==> config.mk <==
export PLATFORM = sky130hd
export DESIGN_NAME = single_half_float_converter_core
export DESIGN_NICKNAME = d
export VERILOG_FILES = /design/src/sv/shfc_pkg.sv /design/src/sv/shfc_lzc10.sv /design/src/sv/single_half_float_converter_core.sv
export SDC_FILE = /design/constraint.sdc
export NUM_CORES = 1
export LEC_CHECK = 0
export BUFFER_PORTS_ARGS = -buffer_cell sky130_fd_sc_hd__buf_4
export CORE_MARGIN = 3
export CORE_UTILIZATION = 50
export DETAILED_ROUTE_END_ITERATION = 7
export PLACE_DENSITY = 0.78
export SLEW_MARGIN = 30
export SYNTH_ARGS = -nofsm -noshare
export SYNTH_HDL_FRONTEND = slang
export SYNTH_SLANG_ARGS = --single-unit
==> constraint.sdc <==
create_clock -name clk -period 4.3 [get_ports clk]
set_input_delay 0.43 -clock clk [delete_from_list [all_inputs] [get_ports clk]]
set_output_delay 0.43 -clock clk [all_outputs]
set_load 0.03 [all_outputs]
==> src/sv/shfc_pkg.sv <==
// Package for the single/half float converter.
// Status codes, direction codes and format constants; no dependencies.
package shfc_pkg;
	localparam int unsigned PipeDepth = 3;

	typedef enum logic [1:0] {
		ST_NONE  = 2'd0,
		ST_INF   = 2'd1,
		ST_NAN   = 2'd2,
		ST_CLAMP = 2'd3
	} status_t;

	localparam logic KIND_S2H = 1'b0;
	localparam logic KIND_H2S = 1'b1;

	localparam logic [15:0] HALF_MAX_POS = 16'h7BFF;
	localparam logic [15:0] HALF_MAX_NEG = 16'hFBFF;
	localparam logic [30:0] SINGLE_65504 = 31'h477FE000;
	localparam logic [7:0]  REBIAS       = 8'd112;

	typedef struct packed {
		logic       kind;
		logic       sgn;
		logic [7:0] ex;
		logic [22:0] man;
		logic [3:0] lz;
	} dec_t;
endpackage

==> src/sv/shfc_lzc10.sv <==
// Leading zero count of a 10-bit half mantissa.
// Uses nothing outside this file.
module shfc_lzc10 (
	input  logic [9:0] man,
	output logic [3:0] lz
);
	always_comb begin
		lz = 4'd10;
		for (int i = 0; i < 10; i++) begin
			if (man[i]) lz = 4'(9 - i);
		end
	end
endmodule

==> src/sv/single_half_float_converter_core.sv <==
// Top level of the single/half float converter.
// Depends on shfc_pkg and shfc_lzc10.
//
// Input channel: valid, ready, kind, operand_bits. kind 0 converts a single
// to a half (result in bits 15..0), kind 1 converts the half in bits 15..0
// to a single. Output channel: out_valid, out_ready, result_bits, status,
// exact_ok. One result per request.
// Three pipeline stages: s1 registers the request, s2 splits the fields,
// counts leading zeros of half subnormals and checks range, s3 assembles
// and holds the result.
// One request is accepted per cycle while the receiver does not stall the output.
// The pipeline advances when the last stage is empty or being taken, so a
// stall by the receiver holds every stage and nothing is lost or repeated.
// Reset clears all stage valid bits.
module single_half_float_converter_core (
	input  logic        clk,
	input  logic        arst_n,
	input  logic        valid,
	output logic        ready,
	input  logic        kind,
	input  logic [31:0] operand_bits,
	output logic        out_valid,
	input  logic        out_ready,
	output logic [31:0] result_bits,
	output logic [1:0]  status,
	output logic        exact_ok
);
	logic v_s1, v_s2, v_s3, adv;
	logic [31:0] op_s1;
	logic kind_s1;
	shfc_pkg::dec_t d_s2;
	logic big_s2;
	logic [3:0] lz;
	logic [31:0] res_nxt;
	shfc_pkg::status_t st_nxt;
	logic [31:0] res_s3;
	shfc_pkg::status_t st_s3;

	assign adv = !v_s3 || out_ready;
	assign ready = adv;

	always_ff @(posedge clk or negedge arst_n) begin
		if (!arst_n) begin
			v_s1 <= 1'b0;
			v_s2 <= 1'b0;
			v_s3 <= 1'b0;
		end else if (adv) begin
			v_s1 <= valid;
			v_s2 <= v_s1;
			v_s3 <= v_s2;
		end
	end

	always_ff @(posedge clk) begin
		if (adv) begin
			op_s1 <= operand_bits;
			kind_s1 <= kind;
		end
	end

	shfc_lzc10 u_lzc (.man(op_s1[9:0]), .lz(lz));

	// stage 2: decode
	always_ff @(posedge clk) begin
		if (adv) begin
			d_s2.kind <= kind_s1;
			d_s2.lz <= lz;
			if (kind_s1 == shfc_pkg::KIND_S2H) begin
				d_s2.sgn <= op_s1[31];
				d_s2.ex <= op_s1[30:23];
				d_s2.man <= op_s1[22:0];
				big_s2 <= op_s1[30:0] > shfc_pkg::SINGLE_65504;
			end else begin
				d_s2.sgn <= op_s1[15];
				d_s2.ex <= {3'd0, op_s1[14:10]};
				d_s2.man <= {13'd0, op_s1[9:0]};
				big_s2 <= 1'b0;
			end
		end
	end

	// stage 3: assemble
	always_comb begin
		st_nxt = shfc_pkg::ST_NONE;
		if (d_s2.kind == shfc_pkg::KIND_S2H) begin
			if (d_s2.ex == 8'd0) begin
				res_nxt = {16'd0, d_s2.sgn, 15'd0};
			end else if (d_s2.ex == 8'hFF && d_s2.man == 23'd0) begin
				res_nxt = {16'd0,
					d_s2.sgn ? shfc_pkg::HALF_MAX_NEG : shfc_pkg::HALF_MAX_POS};
				st_nxt = shfc_pkg::ST_INF;
			end else if (d_s2.ex == 8'hFF) begin
				res_nxt = 32'd0;
				st_nxt = shfc_pkg::ST_NAN;
			end else if (big_s2) begin
				res_nxt = {16'd0,
					d_s2.sgn ? shfc_pkg::HALF_MAX_NEG : shfc_pkg::HALF_MAX_POS};
				st_nxt = shfc_pkg::ST_CLAMP;
			end else if (d_s2.ex <= shfc_pkg::REBIAS) begin
				res_nxt = {16'd0, d_s2.sgn, 15'd0};
			end else begin
				res_nxt = {16'd0, d_s2.sgn, 5'(d_s2.ex - shfc_pkg::REBIAS),
					d_s2.man[22:13]};
			end
		end else begin
			if (d_s2.ex == 8'h1F && d_s2.man[9:0] == 10'd0) begin
				res_nxt = {d_s2.sgn, shfc_pkg::SINGLE_65504};
				st_nxt = shfc_pkg::ST_INF;
			end else if (d_s2.ex == 8'h1F) begin
				res_nxt = 32'd0;
				st_nxt = shfc_pkg::ST_NAN;
			end else if (d_s2.ex == 8'd0 && d_s2.man[9:0] == 10'd0) begin
				res_nxt = {d_s2.sgn, 31'd0};
			end else if (d_s2.ex == 8'd0) begin
				res_nxt = {d_s2.sgn, 8'(8'd112 - {4'd0, d_s2.lz}),
					{(d_s2.man[9:0] << (d_s2.lz + 4'd1)), 13'd0}};
			end else begin
				res_nxt = {d_s2.sgn, d_s2.ex + shfc_pkg::REBIAS,
					d_s2.man[9:0], 13'd0};
			end
		end
	end

	always_ff @(posedge clk) begin
		if (adv) begin
			res_s3 <= res_nxt;
			st_s3 <= st_nxt;
		end
	end

	assign out_valid = v_s3;
	assign result_bits = res_s3;
	assign status = st_s3;
	assign exact_ok = (st_s3 == shfc_pkg::ST_NONE);

	a_hold: assert property (@(posedge clk) disable iff (!arst_n)
		out_valid && !out_ready |=> out_valid && $stable(result_bits))
		else $error("result changed under stall");
	a_ok: assert property (@(posedge clk) disable iff (!arst_n)
		out_valid |-> exact_ok == (status == shfc_pkg::ST_NONE))
		else $error("exact_ok disagrees with status");
	a_ready: assert property (@(posedge clk) disable iff (!arst_n)
		!out_valid |-> ready)
		else $error("empty output blocks input");
endmodule
==> qor.csv <==
stage,metric,value,unit
worst_setup_path,Critical Path Slowest Stage Cell,edfxtp_1,
placed_design,Cell Count Post-Placement,523,
synthesis,synth unique cells,57,
cts,post-CTS sizing,0,
global_routing,first-pass GRT wire length,14800,µm
final_layout,register area,3230,µm²
pwr,Leakage,2.13,nW
synthesis,Synth Instances,333,
min_path,Worst Hold Path Cells,1,
min_path,HP Class,primary input to flop,
sta,setup TNS,0,ns
final_layout,share of cells above drive strength 1,30.3,%
synthesis,cell area after synthesis,4810,µm²
routing,vias per cell,5.53,
worst_setup_path,WP buf/inv,0,
cts,CTS max path bufs,2,
placed_design,I/O Buffers,73,
placed_design,final RePlAce weighted congestion,0.924,
status,status,"finished, final reports clean",
cts,Clock Root Buffer,clkbuf_8,
synthesis,Commonest cells post-synth,"105 x edfxtp_1, 22 x nand2_1, 18 x nor2b_1",
pwr,maximum vdd drop,0.328,mV
routing,drt pass-1 iters,4,
cts,clock latency on the worst-skew pair,0.37,ns
synthesis,cell accounting for the most synthesized area,edfxtp_1,
routing,DRC viols,0,
final_layout,Final Non-Filler Cells,541,
final_layout,area of the multi-input gates,1470,µm²
final_layout,Ant. Diodes,0,
global_routing,vias in the first global route,2958,
final_layout,Fillers,703,
sta,Final Cycle Share,61.0,%
worst_setup_path,CP Cell Sequence,ha_1 > xnor2_2 > mux4_2 > mux2_2 > a22oi_1 > o21ai_0,
final_layout,design area,5670,µm²
floorplanning,row cnt,35,
synthesis,Mapped Avg Cell Area,14.4,µm²
pwr,Pwr Density,542,nW/µm²
placed_design,detailed-placement wirelength estimate,6420,µm
sta,RSZ-0062 raised after global routing,no,
synthesis,Most used DFF post-synth,edfxtp_1,
synthesis,asr flop ratio synth,2.78,%
worst_setup_path,max incr delay on CP,0.67,ns
run,max_cap viols,0,
global_routing,largest net degree at the start of global routing,86,
worst_setup_path,CP startpoint kind,flop,
sta,Peak Freq,381,MHz
sta,Final Hold Vio Count,0,
routing,post-route ant nets,0,
sta,Slew @ Worst Pin,0.737,ns
cts,CTS Sinks,108,
cts,CTS buffer count,9,
worst_setup_path,largest delay contributor family on the critical path,flip-flops,
worst_setup_path,Crit path required time,4.39,ns
floorplanning,Chip Width,104,µm
worst_setup_path,critical path class,flop to flop,
sta,Worst Skew,0.0138,ns
placed_design,post-placement cell area,5450,µm²
cts,CTS tree,done,
floorplanning,die area,10800,µm²
floorplanning,# IOs,74,
worst_setup_path,arrival time worst endpoint,2.72,ns
floorplanning,Core Box Area,9280,µm²
worst_setup_path,FF-to-FF path depth,6,
sta,max_slew headroom,50.9,%
sta,final setup vio count,0,
synthesis,Synthesized Nets,376,
cts,"Reg clk slew, reported paths",0.11,ns
synthesis,"Seq/Total Area, Yosys",67.2,%
routing,WL per Instance,16.4,µm
floorplanning,Die Span Y,104,µm
global_routing,total track usage,17.1,%
global_routing,initial antenna violation count,0,
sta,Pins Over Slew Limit,0,
sta,minimum hold slack,0.231,ns
routing,Iteration-0 DRC Markers,191,
synthesis,Yosys top cell area share,65.6,%
global_routing,gr ovfl total,0,
synthesis,leading post-synthesis cells by cell area,"edfxtp_1 66%, mux2_2 2.6%, nor2b_1 2.3%",
cts,htree depth,3,
final_layout,Final #Nets,450,
synthesis,number of synthesized flops with an enable pin,105,
sta,Final Critical Period,2.62,ns
worst_setup_path,worst-path fanout max,16,
worst_setup_path,Worst path depth,6,
synthesis,Ys Warns,0,
routing,Routed WL,8880,µm
routing,total number of vias,2993,
worst_setup_path,CP endpoint kind,flop,
synthesis,"flops & latches, synth",108,
floorplanning,Starting Density,51.8,%
final_layout,Layout area overhead,18.0,%
synthesis,"count leader, synth",edfxtp_1,
-- final timing paths --
check / start / endpoint / slack [ns]
max reg2reg: d_s2[0] / result_bits[19] / 1.68
min reg2reg: v_s2 / out_valid / 0.47
max: d_s2[0] / result_bits[19] / 1.68
min: operand_bits[14] / op_s1[14] / 0.23
max in group asynchronous: arst_n / out_valid / 3.85
min in group asynchronous: arst_n / v_s2 / 0.36
-- metrics by stage --
stage / util (%) / worst slack, ns / total power [mW]
6_report: 61.1 / 1.68 / 3.08
5_1_grt: 61.1 / 1.42 / 3.24
4_1_cts: 60.8 / 1.68 / 3.08
3_5_place_dp: 58.7 / 1.69 / 2.52
3_3_place_gp: 58.7 / 1.75 / 2.49
2_1_floorplan: - / 0.411 / 2.24
-- layout by cell type, fill, tap and decap left out, types with 3 or more instances in the layout --
master	count
nor2b_1	18
mux2_2	11
o211ai_1	3
a211oi_1	3
a21oi_2	10
nor3_1	13
buf_4	75
nor2_1	15
nand2_1	22
nor4_1	7
dfrtp_1	3
mux4_2	3
edfxtp_1	105
nand4_1	5
o21ai_0	11
xnor2_1	5
nand3_1	5
mux2i_1	6
a21oi_1	15
inv_1	8
ha_1	6
a22oi_1	4
clkbuf_8	9
-- layout make-up --
class	instances	area share [%]
tap	129	2.85
multi-input combinational	203	25.9
clock inverter	7	1.04
timing repair buffer	77	10.6
clock buffer	9	2.18
sequential	108	56.9
inverter	8	0.529
-- flip-flops by register name (all words and copies together), names as in the netlist --
register / count
result_bits: 32
v_s1: 1
big_s2: 1
v_s2: 1
status: 2
op_s1: 32
out_valid: 1
kind_s1: 1
d_s2: 37
-- power by group --
group / switching [mW] / total (mW) / leakage (nW) / internal [mW]
combinational: 0.532 / 0.889 / 0.916 / 0.357
clock: 0.357 / 0.577 / 0.0921 / 0.220
sequential: 0.164 / 1.61 / 1.12 / 1.45
-- per-layer routing --
layer	routed length, µm	track usage (%)	share of wire [%]	up-vias
met1	3640	21.4	41	1434
met3	485	4.10	5.5	19
met4	175	5.60	2.0	0
met5	0	0	0	-
met2	4580	29.2	52	111
li1	-	-	-	1429
-- logic make-up (layout without fill, tap and decap cells) --
logic type      Yosys count  count (layout)  share of synthesized area [%]
compound gates           63              63                           9.06
buf+inv                  22             101                           2.50
fa+ha+maj                 6               6                           1.56
xor+xnor                  8               8                           1.61
flops                   108             108                           67.2
simple gates            105             105                           12.3
mux                      21              21                           5.78
-- what timing repair did --
| action | 4_1_cts | 5_1_grt |
|---|---|---|
| hold endpoints to repair | 3 | 0 |
| hold buffers | 1 | 0 |
| setup buffers | 0 | 0 |
No activity file was read; power rests on OpenSTA's default activity.
